--- src/ocwm_pkg.sv ---
`timescale 1ns / 1ps
`default_nettype none
package ocwm_pkg;

    localparam int unsigned ITER_STEPS = 16;
    localparam int unsigned CNT_W      = $clog2(ITER_STEPS);

    localparam logic [1:0] REG_WHEEL_LIMIT  = 2'd0;
    localparam logic [1:0] REG_ENTER_MARGIN = 2'd1;
    localparam logic [1:0] REG_EXIT_MARGIN  = 2'd2;
    localparam logic [1:0] REG_TIMEOUT      = 2'd3;

    typedef enum logic [2:0] {
        ST_IDLE,
        ST_PREP,
        ST_MUL,
        ST_INIT,
        ST_ITER,
        ST_DONE
    } t_state;

    typedef struct packed {
        logic             ld_in;
        logic             prep;
        logic             mul;
        logic             init;
        logic             step;
        logic [CNT_W-1:0] cnt;
        logic             ld_out;
    } t_cmd;

    typedef struct packed {
        logic [14:0] wheel_limit;
        logic [15:0] enter_margin;
        logic [15:0] exit_margin;
        logic [7:0]  timeout;
    } t_cfg;

endpackage
`default_nettype wire

--- src/ocwm_ctrl.sv ---
`timescale 1ns / 1ps
`default_nettype none
module ocwm_ctrl (
    input  wire logic          i_clk,
    input  wire logic          i_rst_n,
    input  wire logic          i_in_valid,
    output logic               o_in_ready,
    output logic               o_out_valid,
    input  wire logic          i_out_ready,
    output ocwm_pkg::t_cmd     o_cmd
);
    import ocwm_pkg::*;

    t_state           r_state, n_state;
    logic [CNT_W-1:0] r_cnt, n_cnt;
    logic             r_out_valid, n_out_valid;
    logic             out_free;

    assign out_free = !r_out_valid || i_out_ready;

    always_comb begin
        n_state = r_state;
        case (r_state)
            ST_IDLE: if (i_in_valid) n_state = ST_PREP;
            ST_PREP: n_state = ST_MUL;
            ST_MUL:  n_state = ST_INIT;
            ST_INIT: n_state = ST_ITER;
            ST_ITER: if (r_cnt == CNT_W'(ITER_STEPS - 1)) n_state = ST_DONE;
            ST_DONE: if (out_free) n_state = ST_IDLE;
            default: n_state = ST_IDLE;
        endcase
    end

    always_comb begin
        o_cmd       = '0;
        o_cmd.cnt   = r_cnt;
        o_in_ready  = 1'b0;
        n_cnt       = '0;
        n_out_valid = r_out_valid && !i_out_ready;
        case (r_state)
            ST_IDLE: begin
                o_in_ready   = 1'b1;
                o_cmd.ld_in  = i_in_valid;
            end
            ST_PREP: o_cmd.prep = 1'b1;
            ST_MUL:  o_cmd.mul  = 1'b1;
            ST_INIT: o_cmd.init = 1'b1;
            ST_ITER: begin
                o_cmd.step = 1'b1;
                n_cnt      = r_cnt + 1'b1;
            end
            ST_DONE: begin
                if (out_free) begin
                    o_cmd.ld_out = 1'b1;
                    n_out_valid  = 1'b1;
                end
            end
            default: o_cmd = '0;
        endcase
    end

    always_ff @(posedge i_clk) begin
        if (!i_rst_n) begin
            r_state     <= ST_IDLE;
            r_cnt       <= '0;
            r_out_valid <= 1'b0;
        end else begin
            r_state     <= n_state;
            r_cnt       <= n_cnt;
            r_out_valid <= n_out_valid;
        end
    end

    assign o_out_valid = r_out_valid;

endmodule
`default_nettype wire

--- config.mk ---
export PLATFORM = sky130hd
export DESIGN_NAME = ocwm_ctrl
export DESIGN_NICKNAME = d
export VERILOG_FILES = /design/src/ocwm_pkg.sv /design/src/ocwm_ctrl.sv
export SDC_FILE = /design/constraint.sdc
export NUM_CORES = 1
export LEC_CHECK = 0
export ABC_CLOCK_PERIOD_IN_PS = 1100
export BUFFER_PORTS_ARGS = -buffer_cell sky130_fd_sc_hd__buf_2
export CAP_MARGIN = 0
export CORE_AREA = 4 4 41 43
export CTS_CLUSTER_DIAMETER = 100
export CTS_CLUSTER_SIZE = 25
export DETAILED_ROUTE_END_ITERATION = 12
export DIE_AREA = 0 0 45 47
export HOLD_SLACK_MARGIN = 0.08
export PLACE_DENSITY = 0.6
export SYNTH_ARGS = -nofsm -noshare
export SYNTH_HDL_FRONTEND = slang
export SYNTH_SLANG_ARGS = --single-unit
--- constraint.sdc ---
create_clock -name i_clk -period 1.1 [get_ports i_clk]
set_input_delay 0.165 -clock i_clk [delete_from_list [all_inputs] [get_ports i_clk]]
set_output_delay 0.165 -clock i_clk [all_outputs]
set_load 0.01 [all_outputs]
==> impl_metrics.json, run 1 <==
{
  "port_buffer_count": 15,
  "drt-vias-per-instance": 4.59,
  "cts_tree": "built",
  "insertedDiodeCount": 0,
  "num_io_pins": 16,
  "placeableCoreArea_um2": 1300,
  "placed_cell_area_um2": 591,
  "ys_ff_latch": 8,
  "max_freq_mhz": 777,
  "tritoncts_num_sinks": 8,
  "finalWorstSetupSlack_ps": -187,
  "multi_input_area_um2": 277,
  "worst_ep_required_time_ps": 940,
  "finalWeightedCongestion": 0.686,
  "hold_depth": 3,
  "cellInternalPower_mw": 0.520,
  "post_route_cells_drive_above_1_share_pct": 51.3,
  "groute.usage.overall_pct": 11.2,
  "critical_path_peak_fanout": 4,
  "relative_contribution_of_the_clock_network_to_total_power_pct": 31.4,
  "first_pass_grt_wire_length_um": 1650,
  "routed_wl_um": 1010,
  "synth_cells": 51,
  "worstSetupEndpointType": "output pin",
  "finalHoldWorstSlack_ps": 188,
  "cts_hold_buffers": 0,
  "hpwl_um": 752,
  "die_y_um": 47,
  "worst_hold_path.endpoint": "r_state[0]$_SDFFE_PN0P_",
  "vias": 427,
  "grt_max_degree": 11,
  "violations_in_the_final_reports": "setup timing",
  "power_mw": 0.706,
  "most_common_flop_cell_mapped_by_yosys": "dfxtp_1",
  "comb_power_share_pct": 22.8,
  "first_iter_violations": 1,
  "dpl.cell_count": 88,
  "cellLeakagePower_nw": 0.316,
  "status": "finished, violations left",
  "finish.instance_area_um2": 663,
  "clock_insertion_delay_worst_skew_ps": 250,
  "worst-setup-path-type": "flip-flop to output pin",
  "min_from": "i_in_valid",
  "slew_at_the_pin_closest_to_its_max_slew_limit_ps": 210,
  "worst_clock_skew_ps": 0.594,
  "finalCoreUtilization_pct": 51.0,
  "hp-class": "primary input to flip-flop",
  "drc": 0,
  "max_cap_viol_count": 0,
  "post_synth.cell_area_avg_um2": 8.29,
  "syn-cell-area_um2": 423,
  "p_sw_share_pct": 26.3,
  "num-nets-final": 85,
  "design.die.area_um2": 2120,
  "regArea_um2": 169,
  "rsz0062_at_grt": "yes",
  "timing.critical_path.from_type": "flip-flop",
  "final_setup_violations": 12,
  "numCtsBuffers": 3,
  "irDropWorstVdd_mv": 0.700,
  "clk_pin_slew_worst_paths_ps": 50,
  "relSlewSlack_pct": 86.0,
  "drtPass1Iterations": 3,
  "antenna_found_initial": 0,
  "drv_slew": 0,
  "r2r_depth": 4,
  "die_w_um": 45,
  "net-switching-power_mw": 0.185,
  "syn_nets": 56,
  "critical_path.reg2reg.startpoint": "r_cnt[1]$_SDFF_PN0_",
  "grt.overflow.total": 0,
  "clock-root-buffer": "clkbuf_4",
  "layout_worst_path_cycle_share_pct": 117,
  "yosysWarnings": 0,
  "initial_core_util_pct": 32.5,
  "ys_async_sr_fraction_pct": 0,
  "synth_edf_count": 0,
  "final_cells": 93,
  "routed_wire_length_per_instance_um": 10.8,
  "first_global_vias": 384,
  "rr_endpoint": "r_state[0]$_SDFFE_PN0P_",
  "cell_pwr_density_nw_per_um2": 1060,
  "power.sequential.fraction_pct": 45.8,
  "largest_buffer_count_on_any_clock_path": 2,
  "row_count": 13,
  "route.antenna.remaining_nets": 0,
  "period_needed_ps": 1290,
  "reg2reg_setup_slack_ps": -70,
  "worst_ep_arrival_time_ps": 1120,
  "final.fill_count": 138,
  "htree_num_levels": 1,
  "finalHoldViolCount": 0,
  "netlist-cell-type-count": 24,
  "synth_sequential_area_ratio_pct": 37.9,
  "syn2layout_area_growth_pct": 56.8
}
[flip-flops by register name, summed over array words and instances (netlist names)]
signal / cells
r_cnt: 4
o_out_valid: 1
r_state: 3
[worst max path at each step]
stage	startpoint	endpoint	slack [ps]	depth (start not counted)
after global routing	r_state[1]$_SDFFE_PN0P_	o_cmd[2]	-270	4
after floorplan	r_state[1]$_SDFFE_PN0P_	r_state[0]$_SDFFE_PN0P_	-50	4
final	r_state[2]$_SDFFE_PN0P_	o_cmd[9]	-190	4
after detailed placement	r_cnt[1]$_SDFF_PN0_	r_state[0]$_SDFFE_PN0P_	-70	4
after CTS	r_state[1]$_SDFFE_PN0P_	o_cmd[9]	-210	4
after global placement	r_cnt[1]$_SDFF_PN0_	r_state[0]$_SDFFE_PN0P_	-50	4
[synthesized netlist by cell type, types with 2 or more instances]
| cell | instances | area, um2 |
|---|---|---|
| nor2_1 | 9 | 33.8 |
| dfxtp_1 | 8 | 160 |
| and2_1 | 6 | 37.5 |
| nand2_1 | 3 | 11.3 |
| buf_2 | 2 | 10.0 |
| nand2b_1 | 2 | 12.5 |
| nand3_1 | 2 | 10.0 |
| nor3b_1 | 2 | 15.0 |
| xnor2_1 | 2 | 17.5 |
[per-layer routing]
metal / vias to the layer above / track usage, % / share of wire (%)
met5: - / 0 / 0
li1: 225 / - / -
met4: 0 / 7.02 / 2.5
met1: 188 / 12.6 / 45
met2: 10 / 18.4 / 47
met3: 4 / 3.45 / 5.0
[power by group through the flow]
| stage | clock, mW | combinational, mW | sequential, mW |
|---|---|---|---|
| 3_3_place_gp | 0 | 0.137 | 0.325 |
| 6_report | 0.222 | 0.161 | 0.323 |
| 5_1_grt | 0.251 | 0.176 | 0.325 |
| 2_1_floorplan | 0 | 0.0950 | 0.312 |
| 3_5_place_dp | 0 | 0.137 | 0.326 |
| 4_1_cts | 0.235 | 0.154 | 0.321 |
[per-stage QoR]
stage / setup WS [ps] / setup TNS, ps
after detailed placement: -66.2 / -66.2
after CTS: -206 / -1820
final: -187 / -1580
after global placement: -52.0 / -52.0
after floorplan: -50.6 / -50.6
after global routing: -267 / -2600
[cells in the final DEF (no fill, tap or decap)]
| cell | n |
|---|---|
| o211ai_1 | 1 |
| buf_2 | 15 |
| nand2b_4 | 1 |
| a21boi_0 | 1 |
| inv_1 | 1 |
| xor2_1 | 1 |
| nand2_1 | 3 |
| and2_1 | 6 |
| nand2b_1 | 1 |
| nand3b_1 | 1 |
| buf_6 | 2 |
| nor3_4 | 1 |
| dfxtp_4 | 1 |
| nor3b_2 | 1 |
| nor2b_1 | 1 |
| a21oi_1 | 1 |
| nor2_2 | 1 |
| nor2_1 | 8 |
| nand4b_1 | 1 |
| nand3_1 | 2 |
| or4b_1 | 1 |
| buf_4 | 10 |
| o21a_1 | 1 |
| nor3b_1 | 1 |
| dfxtp_1 | 3 |
| ha_4 | 1 |
| xnor2_1 | 2 |
| dfxtp_2 | 4 |
| and2b_1 | 1 |
| nand4_1 | 1 |
| clkbuf_4 | 3 |
[critical path: stages (launching register included)]
cell and delay (ps):
dfxtp_4 360, buf_6 120, nor3_4 140, and2_1 130
buf_2 120
[logic make-up after synthesis]
kind of cell | after synthesis | share of synthesized area (%)
DFF | 8 | 37.9
AOI/OAI and AO/OA | 4 | 6.51
adders and majority gates | 1 | 2.96
buffers and inverters | 4 | 5.92
and+or+nand+nor | 31 | 40.5
xor gates and xnor gates | 3 | 6.21
[layout make-up]
cell class              instances  area share, %
inverters                       1          0.566
well taps                      15           2.83
flip-flops and latches          8           25.5
clock buffers                   3           3.40
repair buffers                 27           26.0
multi-input cells              39           41.7
[what timing repair did]
action | in CTS | in global routing
setup buffers | 2 | 0
endpoints found under the setup margin | 12 | 12
pin swaps | 3 | 1
resized for setup | 8 | 2
No activity file was read; power rests on OpenSTA's default activity.
==> run 2: changes to the inputs <==
- ABC_CLOCK_PERIOD_IN_PS: 1100 -> 1200
- PLACE_DENSITY: 0.6 -> 0.58
- clock period: 1.1 -> 1.2 ns (I/O delays scaled with it)
==> run 2 against run 1 <==
Compared with the run above: the run still ends with setup timing left; flip-flop and latch count stayed put; utilization decreased by 2.7 points; first-iteration DRC count grew to 3.0 times the previous value; die area did not move; wire length decreased by 0.89%; combinational power decreased by 17%; setup slack improved by 110 ps; clock skew up 0.80 ps; critical path type unchanged.
==> impl_metrics.json, run 2 (same netlist as run 1, synthesis figures left out) <==
{
  "die_w_um": 45,
  "relative_contribution_of_the_clock_network_to_total_power_pct": 32.1,
  "r2r_depth": 4,
  "finalHoldViolCount": 0,
  "finalWeightedCongestion": 0.701,
  "period_needed_ps": 1280,
  "comb_power_share_pct": 21.0,
  "first_global_vias": 390,
  "num-nets-final": 83,
  "largest_register_ffs": 4,
  "worst-setup-path-type": "flip-flop to output pin",
  "groute.usage.overall_pct": 11.3,
  "critical_path_peak_fanout": 5,
  "relSlewSlack_pct": 87.6,
  "irDropWorstVdd_mv": 0.497,
  "post_route_cells_drive_above_1_share_pct": 46.1,
  "finalCoreUtilization_pct": 48.3,
  "htree_num_levels": 1,
  "cellInternalPower_mw": 0.469,
  "largest_buffer_count_on_any_clock_path": 2,
  "tritoncts_num_sinks": 8,
  "placeableCoreArea_um2": 1300,
  "worst_ep_arrival_time_ps": 1100,
  "port_buffer_count": 15,
  "num_io_pins": 16,
  "worstSetupEndpointType": "output pin",
  "final_setup_violations": 11,
  "slew_at_the_pin_closest_to_its_max_slew_limit_ps": 185,
  "timing.critical_path.from_type": "flip-flop",
  "insertedDiodeCount": 0,
  "worst_ep_required_time_ps": 1020,
  "grt.overflow.total": 0,
  "antenna_found_initial": 0,
  "drc": 0,
  "power.sequential.fraction_pct": 46.9,
  "grt_max_degree": 12,
  "net-switching-power_mw": 0.168,
  "finalWorstSetupSlack_ps": -79.2,
  "dpl.cell_count": 84,
  "routed_wl_um": 1000,
  "row_count": 13,
  "cts_tree": "built",
  "clk_pin_slew_worst_paths_ps": 50,
  "syn2layout_area_growth_pct": 48.5,
  "route.antenna.remaining_nets": 0,
  "initial_core_util_pct": 32.5,
  "first_iter_violations": 3,
  "clock_insertion_delay_worst_skew_ps": 250,
  "drtPass1Iterations": 2,
  "vias": 429,
  "layout_worst_path_cycle_share_pct": 107,
  "layout.cells.most_common": "buf_2",
  "violations_in_the_final_reports": "setup timing",
  "hp-class": "primary input to flip-flop",
  "cellLeakagePower_nw": 0.304,
  "first_pass_grt_wire_length_um": 1660,
  "max_cap_viol_count": 0,
  "p_sw_share_pct": 26.3,
  "regMostFlops": "r_cnt",
  "hpwl_um": 696,
  "final_cell_mix": "buf_2 (15), buf_4 (9), nor2_1 (8)",
  "status": "finished, violations left",
  "cell_pwr_density_nw_per_um2": 1010,
  "reg2reg_setup_slack_ps": -50,
  "clock-root-buffer": "clkbuf_4",
  "max_freq_mhz": 782,
  "crit_path_end": "o_cmd[0]",
  "numCtsBuffers": 3,
  "final.fill_count": 139,
  "timing.critical_path.from": "r_state[1]$_SDFFE_PN0P_",
  "critical_path.reg2reg.startpoint": "r_state[1]$_SDFFE_PN0P_",
  "final_cells": 91,
  "cts_hold_buffers": 0,
  "worst_clock_skew_ps": 1.40,
  "drt-vias-per-instance": 4.71,
  "rr_endpoint": "r_state[0]$_SDFFE_PN0P_",
  "design.die.area_um2": 2120,
  "rsz0062_at_grt": "yes",
  "routed_wire_length_per_instance_um": 11.0,
  "drv_slew": 0,
  "die_y_um": 47
}
-- run 2: critical path, stage by stage (launching register included) --
cell and delay, ps:
dfxtp_4 360, and2b_1 210, nand2_1 60, nor2_1 90, buf_2 130
-- run 2: timing repair --
action	CTS	global route
cloned	0	0
setup buffers	4	0
pin swaps	3	1
resized for setup	9	2
setup endpoints to repair	11	11
hold endpoints to repair	0	0
-- run 2: worst min-delay path by stage --
stage / startpoint / to / slack [ps] / cells after the start
after floorplan: i_rst_n / r_state[2]$_SDFFE_PN0P_ / 300 / 1
after global placement: i_in_valid / r_state[0]$_SDFFE_PN0P_ / 460 / 3
after detailed placement: i_in_valid / r_state[0]$_SDFFE_PN0P_ / 460 / 3
after CTS: i_in_valid / r_state[0]$_SDFFE_PN0P_ / 200 / 3
after global routing: i_rst_n / r_state[2]$_SDFFE_PN0P_ / 210 / 2
final: i_in_valid / r_state[0]$_SDFFE_PN0P_ / 210 / 3
-- run 2: power groups by stage --
stage	combinational, mW	clock, mW	sequential [mW]
after floorplan	0.0837	0	0.285
after global placement	0.101	0	0.302
after detailed placement	0.103	0	0.302
after CTS	0.131	0.213	0.298
after global routing	0.148	0.224	0.301
final	0.134	0.204	0.299
-- run 2: area by class of cell --
cell class | count | area [um2] | share of cell area [%]
Multi-Input combinational cell | 39 | 258 | 41.0
Timing Repair Buffer | 25 | 154 | 24.5
Clock buffer | 3 | 22.5 | 3.59
Inverter | 1 | 3.75 | 0.598
Tap cell | 15 | 18.8 | 2.99
Sequential cell | 8 | 171 | 27.3
-- run 2: metal layers --
metal / up-vias / share of wire [%] / GRT usage [%] / wire length, um
met5: - / 0 / 0 / 0
met4: 0 / 2.9 / 10.5 / 29
met3: 4 / 7.8 / 2.30 / 78
met2: 15 / 45 / 16.4 / 448
met1: 188 / 44 / 13.8 / 443
li1: 222 / - / - / -
-- run 2: per-stage QoR --
| step | hold WS, ps | setup WS (ps) | power (mW) | instance area (um2) | setup TNS (ps) |
|---|---|---|---|---|---|
| final | 207 | -79.2 | 0.637 | 628 | -382 |
| after global routing | 213 | -124 | 0.673 | 628 | -934 |
| after CTS | 197 | -83.2 | 0.643 | 621 | -478 |
| after detailed placement | 463 | 25.4 | 0.405 | 541 | 0 |
| after global placement | 455 | 22.7 | 0.403 | 541 | 0 |
| after floorplan | 298 | 0.172 | 0.369 | 423 | 0 |
